$ cat src/hw/rtl/sdt_pkg.sv
package sdt_pkg;

   // Table depth used when the top level is not overridden
   localparam int DEFAULT_CAPACITY = 16;

   // Packed date key: year in bits 22..9, month in 8..5, day in 4..0.
   // Comparing keys as unsigned numbers orders dates by year, month, then day.
   localparam int KEY_W = 23;

   typedef logic [KEY_W-1:0] date_key_type;

   // Operation codes carried in req_tuser
   localparam logic [1:0] FUNC_ADD    = 2'd0;
   localparam logic [1:0] FUNC_REMOVE = 2'd1;
   localparam logic [1:0] FUNC_GET    = 2'd2;

endpackage

$ cat src/hw/rtl/sorted_date_table_core.sv
// Operation: add reads and compares/moves entries from the top down until the new key fits,
// remove walks every entry up to the count, read fetches one entry, and a refused add, a failed
// read or an unknown operation goes straight to the result register.
// Throughput: one item at a time; the table memory (one write and one read port) and the compare
// logic are stepped by the sequencer, so the next item is taken once the current one has finished.
// Reset: synchronous, active high; clears the count, the sequencer and the output valid.
module sorted_date_table_core #(
   parameter int CAPACITY = sdt_pkg::DEFAULT_CAPACITY
) (
   input  logic        clock,
   input  logic        reset,
   // Input channel
   input  logic        req_tvalid,
   output logic        req_tready,
   input  logic [31:0] req_tdata,   // year[13:0], month[17:14], day[22:18], position[26:23]
   input  logic [1:0]  req_tuser,   // func[1:0]
   // Result channel
   output logic        rsp_tvalid,
   input  logic        rsp_tready,
   output logic [31:0] rsp_tdata,   // out_year[13:0], out_month[17:14], out_day[22:18],
                                    // entry_count[27:23]
   output logic [0:0]  rsp_tuser    // ok[0]
);

   localparam int AW = (CAPACITY > 1) ? $clog2(CAPACITY) : 1;
   localparam int CW = $clog2(CAPACITY + 1);

   // Sequencer states
   localparam logic [2:0] ST_IDLE   = 3'd0;
   localparam logic [2:0] ST_ADD_RD = 3'd1;
   localparam logic [2:0] ST_ADD_CK = 3'd2;
   localparam logic [2:0] ST_REM_RD = 3'd3;
   localparam logic [2:0] ST_REM_CK = 3'd4;
   localparam logic [2:0] ST_GET_RD = 3'd5;
   localparam logic [2:0] ST_GET_CK = 3'd6;
   localparam logic [2:0] ST_FIN    = 3'd7;

   // Table memory and its registered read data
   sdt_pkg::date_key_type date_mem_ff [CAPACITY];
   sdt_pkg::date_key_type rd_ff;

   logic [2:0]            state_ff, state_in;
   logic [CW-1:0]         count_ff, count_in;
   logic [CW-1:0]         idx_ff, idx_in;
   sdt_pkg::date_key_type key_ff, key_in;
   logic [3:0]            pos_ff, pos_in;
   logic                  found_ff, found_in;
   logic                  ok_ff, ok_in;
   sdt_pkg::date_key_type dat_ff, dat_in;

   logic                  rsp_valid_ff, rsp_valid_in;
   logic                  rsp_ok_ff, rsp_ok_in;
   sdt_pkg::date_key_type rsp_key_ff, rsp_key_in;
   logic [4:0]            rsp_count_ff, rsp_count_in;

   logic                  mem_we;
   logic [AW-1:0]         mem_wa;
   sdt_pkg::date_key_type mem_wd;
   logic [AW-1:0]         mem_ra;
   logic [CW+4:0]         count_ext;
   sdt_pkg::date_key_type req_key;

   assign req_key   = {req_tdata[13:0], req_tdata[17:14], req_tdata[22:18]};
   assign count_ext = {5'b0, count_ff};

   // Sequencer: one memory read or one compare/move per cycle
   always_comb begin
      state_in     = state_ff;
      count_in     = count_ff;
      idx_in       = idx_ff;
      key_in       = key_ff;
      pos_in       = pos_ff;
      found_in     = found_ff;
      ok_in        = ok_ff;
      dat_in       = dat_ff;
      rsp_valid_in = rsp_valid_ff;
      rsp_ok_in    = rsp_ok_ff;
      rsp_key_in   = rsp_key_ff;
      rsp_count_in = rsp_count_ff;
      mem_we       = 1'b0;
      mem_wa       = '0;
      mem_wd       = key_ff;
      mem_ra       = '0;

      // drop the result once taken
      if (rsp_tready) begin
         rsp_valid_in = 1'b0;
      end

      unique case (state_ff)
         ST_IDLE: begin
            if (req_tvalid) begin
               key_in   = req_key;
               pos_in   = req_tdata[26:23];
               found_in = 1'b0;
               ok_in    = 1'b0;
               dat_in   = '0;
               idx_in   = '0;
               unique case (req_tuser)
                  sdt_pkg::FUNC_ADD: begin
                     if (count_ff == CW'(CAPACITY)) begin
                        state_in = ST_FIN;
                     end else begin
                        idx_in   = count_ff;
                        state_in = ST_ADD_RD;
                     end
                  end
                  sdt_pkg::FUNC_REMOVE: begin
                     state_in = ST_REM_RD;
                  end
                  sdt_pkg::FUNC_GET: begin
                     if (16'(req_tdata[26:23]) < 16'(count_ff)) begin
                        state_in = ST_GET_RD;
                     end else begin
                        state_in = ST_FIN;
                     end
                  end
                  default: begin
                     state_in = ST_FIN;
                  end
               endcase
            end
         end

         // walk down from the top; fetch the entry below the hole
         ST_ADD_RD: begin
            if (idx_ff == '0) begin
               mem_we   = 1'b1;
               mem_wa   = '0;
               mem_wd   = key_ff;
               count_in = count_ff + CW'(1);
               ok_in    = 1'b1;
               state_in = ST_FIN;
            end else begin
               mem_ra   = AW'(idx_ff - CW'(1));
               state_in = ST_ADD_CK;
            end
         end

         // move a greater entry up, else drop the new key into the hole
         ST_ADD_CK: begin
            mem_we = 1'b1;
            mem_wa = AW'(idx_ff);
            if (rd_ff > key_ff) begin
               mem_wd   = rd_ff;
               idx_in   = idx_ff - CW'(1);
               state_in = ST_ADD_RD;
            end else begin
               mem_wd   = key_ff;
               count_in = count_ff + CW'(1);
               ok_in    = 1'b1;
               state_in = ST_FIN;
            end
         end

         // walk up from the bottom; finish at the count
         ST_REM_RD: begin
            if (idx_ff == count_ff) begin
               ok_in = found_ff;
               if (found_ff) begin
                  count_in = count_ff - CW'(1);
               end
               state_in = ST_FIN;
            end else begin
               mem_ra   = AW'(idx_ff);
               state_in = ST_REM_CK;
            end
         end

         // after the match, move each entry down by one
         ST_REM_CK: begin
            if (found_ff) begin
               mem_we = 1'b1;
               mem_wa = AW'(idx_ff - CW'(1));
               mem_wd = rd_ff;
            end else if (rd_ff == key_ff) begin
               found_in = 1'b1;
            end
            idx_in   = idx_ff + CW'(1);
            state_in = ST_REM_RD;
         end

         ST_GET_RD: begin
            mem_ra   = AW'(pos_ff);
            state_in = ST_GET_CK;
         end

         ST_GET_CK: begin
            ok_in    = 1'b1;
            dat_in   = rd_ff;
            state_in = ST_FIN;
         end

         // hold until the output register is free, then load the result
         ST_FIN: begin
            if (!rsp_valid_ff || rsp_tready) begin
               rsp_valid_in = 1'b1;
               rsp_ok_in    = ok_ff;
               rsp_key_in   = dat_ff;
               rsp_count_in = count_ext[4:0];
               state_in     = ST_IDLE;
            end
         end

         default: begin
            state_in = ST_IDLE;
         end
      endcase
   end

   // Control registers
   always_ff @(posedge clock) begin
      if (reset) begin
         state_ff     <= ST_IDLE;
         count_ff     <= '0;
         rsp_valid_ff <= 1'b0;
      end else begin
         state_ff     <= state_in;
         count_ff     <= count_in;
         rsp_valid_ff <= rsp_valid_in;
      end
   end

   // Payload registers
   always_ff @(posedge clock) begin
      idx_ff       <= idx_in;
      key_ff       <= key_in;
      pos_ff       <= pos_in;
      found_ff     <= found_in;
      ok_ff        <= ok_in;
      dat_ff       <= dat_in;
      rsp_ok_ff    <= rsp_ok_in;
      rsp_key_ff   <= rsp_key_in;
      rsp_count_ff <= rsp_count_in;
   end

   // Table memory: one write and one registered read per cycle
   always_ff @(posedge clock) begin
      if (mem_we) begin
         date_mem_ff[mem_wa] <= mem_wd;
      end
      rd_ff <= date_mem_ff[mem_ra];
   end

   assign req_tready   = (state_ff == ST_IDLE);
   assign rsp_tvalid   = rsp_valid_ff;
   assign rsp_tuser[0] = rsp_ok_ff;
   assign rsp_tdata    = {4'b0, rsp_count_ff, rsp_key_ff[4:0], rsp_key_ff[8:5],
                          rsp_key_ff[22:9]};

endmodule
$ cat config.mk
export PLATFORM = sky130hd
export DESIGN_NAME = sorted_date_table_core
export DESIGN_NICKNAME = d
export VERILOG_FILES = /design/src/hw/rtl/sdt_pkg.sv /design/src/hw/rtl/sorted_date_table_core.sv
export SDC_FILE = /design/constraint.sdc
export NUM_CORES = 1
export LEC_CHECK = 0
export BUFFER_PORTS_ARGS = -buffer_cell sky130_fd_sc_hd__buf_2
export CAP_MARGIN = 20
export CORE_MARGIN = 2
export CORE_UTILIZATION = 50
export DETAILED_ROUTE_END_ITERATION = 16
export PLACE_DENSITY_LB_ADDON = 0.2
export REMOVE_ABC_BUFFERS = 1
export SLEW_MARGIN = 20
export SYNTH_ARGS = -nofsm -noshare
export SYNTH_HDL_FRONTEND = slang
export SYNTH_SLANG_ARGS = --single-unit
export TNS_END_PERCENT = 20
$ cat constraint.sdc
create_clock -name clock -period 6.4 [get_ports clock]
set_input_delay 0.64 -clock clock [delete_from_list [all_inputs] [get_ports clock]]
set_output_delay 0.64 -clock clock [all_outputs]
set_load 0.02 [all_outputs]
=== Word-level counts from Yosys, hierarchy flattened ===
Memories as Yosys holds them, arrays and structs flattened. A register that Yosys moved wholly into a read port is not among the register bits.
Cells that the tools add are included.
Widths: inputs -> output; s select.

* Input bits: 38
* Memories kept: 1
* Bits in writable memories: 368
* Register bits: 95
* Output and inout port bits: 35
* Logic and storage cells: 101

{| class="wikitable"
|+ Memories
! memory !! words !! bits a word !! rd ports !! clocked after memory_dff !! wr ports !! RTL line !! source
|-
| date_mem_ff || 16 || 23 || 1 || 1 || 1 || sorted_date_table_core.sv:39 || <nowiki>sdt_pkg::date_key_type date_mem_ff [CAPACITY];</nowiki>
|}

* Order comparisons: 2
* Equality and inequality tests: 19
* Add/subtract/negate cells: 4
* Mux-type cells: 45
* Reductions and logical operators: 18

{| class="wikitable"
|+ Operator list
! cell !! number
|-
| $pmux 23 s2 || 2
|-
| $mux 23 || 3
|-
| $mux 5 || 8
|-
| $pmux 5 s3 || 2
|-
| $pmux 3 s8 || 1
|-
| $eq 23x23->1 || 1
|-
| $gt 23x23->1 || 1
|-
| $mux 3 || 5
|-
| $ne 2x2->1 const B || 7
|-
| $mux 1 || 13
|-
| $eq 3x3->1 const B || 4
|-
| $mux 4 || 3
|-
| $pmux 4 s3 || 1
|-
| $add 5x1->5 const B || 2
|-
| $reduce_and 2->1 || 5
|-
| $reduce_and 5->1 || 2
|-
| $sub 5x1->5 const B || 2
|-
| $pmux 3 s3 || 1
|-
| $pmux 4 s2 || 1
|-
| $eq 3x2->1 const B || 2
|-
| $reduce_bool 3->1 || 2
|-
| $eq 5x5->1 || 1
|-
| $eq 5x5->1 const B || 1
|-
| $logic_not 5->1 || 1
|-
| 15 further kinds || 17
|}

=== Depth between registers and ports, before layout ===
* Word-level depth: 5
* Mapped depth: 15
* Mapped depth without buffers: 10

=== Least setup slack after synthesis ===
No wires, ideal clock.

* Kind: reg-to-reg
* Start: register state_ff[1]
* End: memory date_mem_ff[5][0] in the netlist's numbering (enable)
* Arrival: 2.679 ns
* Setup time: 0.403 ns
* Cell stages (with the launch flop): 8
* Slack: 3.318 ns
* Data required time: 5.997 ns
* Buffers on the path: 1
* Clock period less this slack: 3.082 ns
* Cells stage by stage: dfxtp_1 -> clkbuf_1 -> nor2_1 -> nand2_1 -> nor2_1 -> a21oi_1 -> or3_1 -> nor2_1

* Word-level cells in the longest chain between the ends: 4
* Elaborated cells between the ends (all ways): 7
* Classes of those cells: eq/ne: 3; mux: 4

{| class="wikitable"
|+ RTL lines
! item !! RTL line !! source
|-
| from (decl) || sorted_date_table_core.sv:42 || <nowiki>logic [2:0] state_ff, state_in;</nowiki>
|-
| from (signal assigned) || sorted_date_table_core.sv:218 || <nowiki>state_ff <= state_in;</nowiki>
|-
| $eq 3x3->1 (tied with other cells) || sorted_date_table_core.sv:90 || <nowiki>unique case (state_ff)</nowiki>
|-
| $pmux 1 s3 || sorted_date_table_core.sv:90 ||
|-
| $mux 1 || sorted_date_table_core.sv:239 || <nowiki>if (mem_we) begin</nowiki>
|-
| $mux 1 (implied by the code) || sorted_date_table_core.sv:240 || <nowiki>date_mem_ff[mem_wa] <= mem_wd;</nowiki>
|-
| to (decl) || sorted_date_table_core.sv:39 ||
|}

Parallel ways exist; a longest one is shown, timed or not.

=== Worst setup path in the final report ===
* Start: register idx_ff[0]
* End: register rd_ff[21] (read register of date_mem_ff)

* Word-level cells in the longest chain between the ends: 3
* Elaborated cells between the ends (all ways): 6
* Classes of those cells: add/sub: 1; eq/ne: 1; mux: 3; reduce/logical: 1

{| class="wikitable"
|+ RTL lines
! item !! RTL line !! source
|-
| from (decl) || sorted_date_table_core.sv:44 || <nowiki>logic [CW-1:0] idx_ff, idx_in;</nowiki>
|-
| from (signal assigned) || sorted_date_table_core.sv:226 || <nowiki>idx_ff <= idx_in;</nowiki>
|-
| $sub 5x1->5 (tied with other cells) || sorted_date_table_core.sv:135 || <nowiki>mem_ra = AW'(idx_ff - CW'(1));</nowiki>
|-
| $mux 4 (on tied branches) || sorted_date_table_core.sv:127, sorted_date_table_core.sv:158 ||
|-
| $pmux 4 s3 * || sorted_date_table_core.sv:90 ||
|-
| to (decl) || sorted_date_table_core.sv:40 || <nowiki>sdt_pkg::date_key_type rd_ff;</nowiki>
|}

Every way passes the cells marked *; elsewhere a longest branch is shown, timed or not.
A chain may end at the register's enable or synchronous reset.

==> impl_results.md <==
- Routed Wire Length: 47800 um
- Dpl ws: 2.34 ns
- Post-synthesis sequential area ratio: 72.0%
- Hold WS: 0.243 ns
- Synthesized area: 19800 um2
- Unique masters post-synth: 58
- Post-CTS setup repair buffer count: 0
- DR pass1 iterations: 5
- Root Buffer Master: clkbuf_16
- P&R area growth vs syn: 13.6%
- Die width: 203 um
- Worst path max stage delay: 0.72 ns
- Reg2Reg Depth: 11
- Port Buffers: 63
- R2r setup slk: 2.32 ns
- Vias in the first global route: 11871
- Ys flop type: edfxtp_1
- Slew headroom: 32.8%
- Hold Path Cell Cnt: 1
- Final period utilization: 63.8%
- Unrepaired setup endpoints after global routing: false
- RePlAce Congestion: 0.846
- Crit end category: flop
- Pwr/cell area: 479 nW/um2
- DRC Markers: 0
- CP Cell Sequence: inv_1, ha_1, nand2b_4, nor3_2, nor4_1, a221o_4, buf_4, mux2i_1, mux2i_1, a32oi_1, o221ai_1
- Cts hold-fix bufs: 0
- FF-to-FF End: rd_ff[21]$_DFF_P_
- CP startpoint: idx_ff[0]$_DFFE_PP_
- Detail Placement HPWL: 24800 um
- Max-Cap Viols: 0
- Worst-Skew Late Latency: 0.57 ns
- WL per Instance: 22.3 um
- Post-CTS sizing: 0
- Core area: 38900 um2
- Tightest Pin Transition: 1.01 ns
- Die Height: 203 um
- Pleak: 8.31 nW
- FFs w/ async S/R, synth: 0%
- Commonest non-fill, non-tap cells in the layout: edfxtp_1, nand2_1, nand3_1, mux2i_1, buf_2
- Via count: 12338
- Worst setup path class: reg -> reg
- Total congestion overflow: 0
- Vias per cell: 5.76
- CTS tree: yes
- FF-to-FF Start: idx_ff[0]$_DFFE_PP_
- Non-Filler Instances: 2142
- Syn_area_per_cell: 13.2 um2
- Hold Path Class: in -> reg
- CP Max Fanout: 51
- CTS Buf Count: 49
- Max Root-Sink Buffers: 3
- Most used cell, CP: mux2i_1
- Die Area: 41300 um2
- I/O pin cnt: 73
- #FFs+latches synth: 486
- Crit path time final: 4.08 ns
- Slew Viols, Final: 0
- Final Skew: 0.0126 ns
- H-tree depth: 2
- Placed Cells: 2054
- Critical path data required time: 6.83 ns
- Starting density of the core: 51.0%
- N_diodes: 0
- Share of cells above drive strength 1: 13.4%
- Antenna Nets Post-Route: 0
- Post-synth EDFFs: 454
- Layout Utilization: 57.9%
- Crit-path slowest cell: a221o_4
- Clock sinks: 486
- Yosys warns: 0
- CP startpoint kind: flop
- Status: complete, no violations
- Endpoint with the worst hold slack: key_ff[2]$_DFFE_PP_
- Clock-pin slew on the worst setup and hold paths: 0.06 ns
- Crit path DAT: 4.51 ns
- Antenna violations before repair: 1
- Row Count: 72
- DR iter-0 viols: 1254
- Post-Route Setup TNS: 0 ns
- Hold Vio Cnt, Final: 0
- Largest net degree at the start of global routing: 139
- F_max: 0.245 GHz
- Most common cell after layout, fill and taps aside: edfxtp_1
- Global-route wire length before repair: 71700 um
- Total track usage: 23.5%
- Gate Count Post-Synth: 1504
- Peak supply drop: 0.245 mV
- Endpoints failing setup: 0
- Fin nets: 1657
- Final worst slack: 2.32 ns
- Min-delay src: req_tdata[20]
## metrics by stage
stage,area [um2],total power [mW]
finish,22500,10.8
global route,22500,11.3
CTS,22500,10.8
detailed placement,21000,8.02
global placement,21000,7.93
floorplan,19400,6.93
## cells by family after synthesis
logic type,share of synthesized area (%)
fa+ha+maj,2.06
buf+inv,2.80
flops,72.0
xor+xnor,0.530
simple gates,13.5
other cells,0.0189
mux,3.64
compound gates,5.49
## where the power goes
| part | leakage (nW) | switching, mW | total, mW | internal [mW] |
|---|---|---|---|---|
| logic | 3.14 | 2.31 | 3.38 | 1.07 |
| clock network | 0.775 | 1.14 | 2.83 | 1.69 |
| registers | 4.40 | 0.256 | 4.58 | 4.32 |
| total | 8.31 | 3.70 | 10.8 | 7.09 |
## Yosys cell counts (4+ instances only)
library cell / instances / area share, %
o21a_1: 4 / 0.15
nor2_1: 48 / 0.91
nand3_1: 146 / 3.7
xor2_1: 8 / 0.35
o221ai_1: 25 / 1.1
nand2b_1: 8 / 0.25
edfxtp_1: 454 / 69
dfxtp_1: 32 / 3.2
nand2_1: 369 / 7.0
ha_1: 31 / 2.0
buf_1: 8 / 0.15
a21oi_1: 22 / 0.56
inv_1: 35 / 0.66
clkbuf_1: 41 / 0.78
and3_1: 24 / 0.76
a21o_1: 11 / 0.42
o21ai_0: 38 / 0.96
nand4_1: 6 / 0.19
nor3_1: 8 / 0.20
buf_4: 4 / 0.15
buf_6: 5 / 0.28
mux2i_1: 71 / 3.6
xnor2_1: 4 / 0.18
buf_2: 30 / 0.76
a32oi_1: 24 / 1.1
## state kept, by name (all words and copies together), names as in the netlist
signal,cells
count_ff,5
dat_ff,23
date_mem_ff,368
found_ff,1
idx_ff,5
key_ff,23
ok_ff,1
pos_ff,4
rd_ff,23
rsp_count_ff,5
rsp_key_ff,23
rsp_tuser,1
rsp_tvalid,1
state_ff,3
## worst max path at each step
| stage | end | slack, ns | cells after the start |
|---|---|---|---|
| 2_1_floorplan | rd_ff[21]$_DFF_P_ | -3.11 | 8 |
| 3_3_place_gp | rd_ff[21]$_DFF_P_ | 2.43 | 11 |
| 3_5_place_dp | rd_ff[1]$_DFF_P_ | 2.34 | 11 |
| 4_1_cts | rd_ff[21]$_DFF_P_ | 2.35 | 11 |
| 5_1_grt | rd_ff[21]$_DFF_P_ | 1.97 | 11 |
| 6_report | rd_ff[21]$_DFF_P_ | 2.32 | 11 |
## area by class of cell
type	instances	area, um2
fillers	3108	16400
flip-flops and latches	486	14300
multi-input cells	897	5130
clock buffers	72	1380
repair buffers	117	771
well taps	518	648
clock inverters	16	199
inverters	36	135
## per-layer routing
layer / track usage, % / part of all wire, % / vias up
li1: - / - / 5671
met3: 3.42 / 6.8 / 117
met1: 31.2 / 41 / 6061
met4: 10.0 / 3.5 / 0
met5: 0 / 0 / -
met2: 39.1 / 49 / 489
## worst max-delay path: cells and delay by family, from the launching register on
kind | cells | cell delay (ns)
simple gates | 3 | 0.83
buf+inv | 2 | 0.62
mux | 2 | 0.35
flops | 1 | 0.65
fa+ha+maj | 1 | 0.39
compound gates | 3 | 1.04
Note: power is estimated with default switching activity, not from simulation.
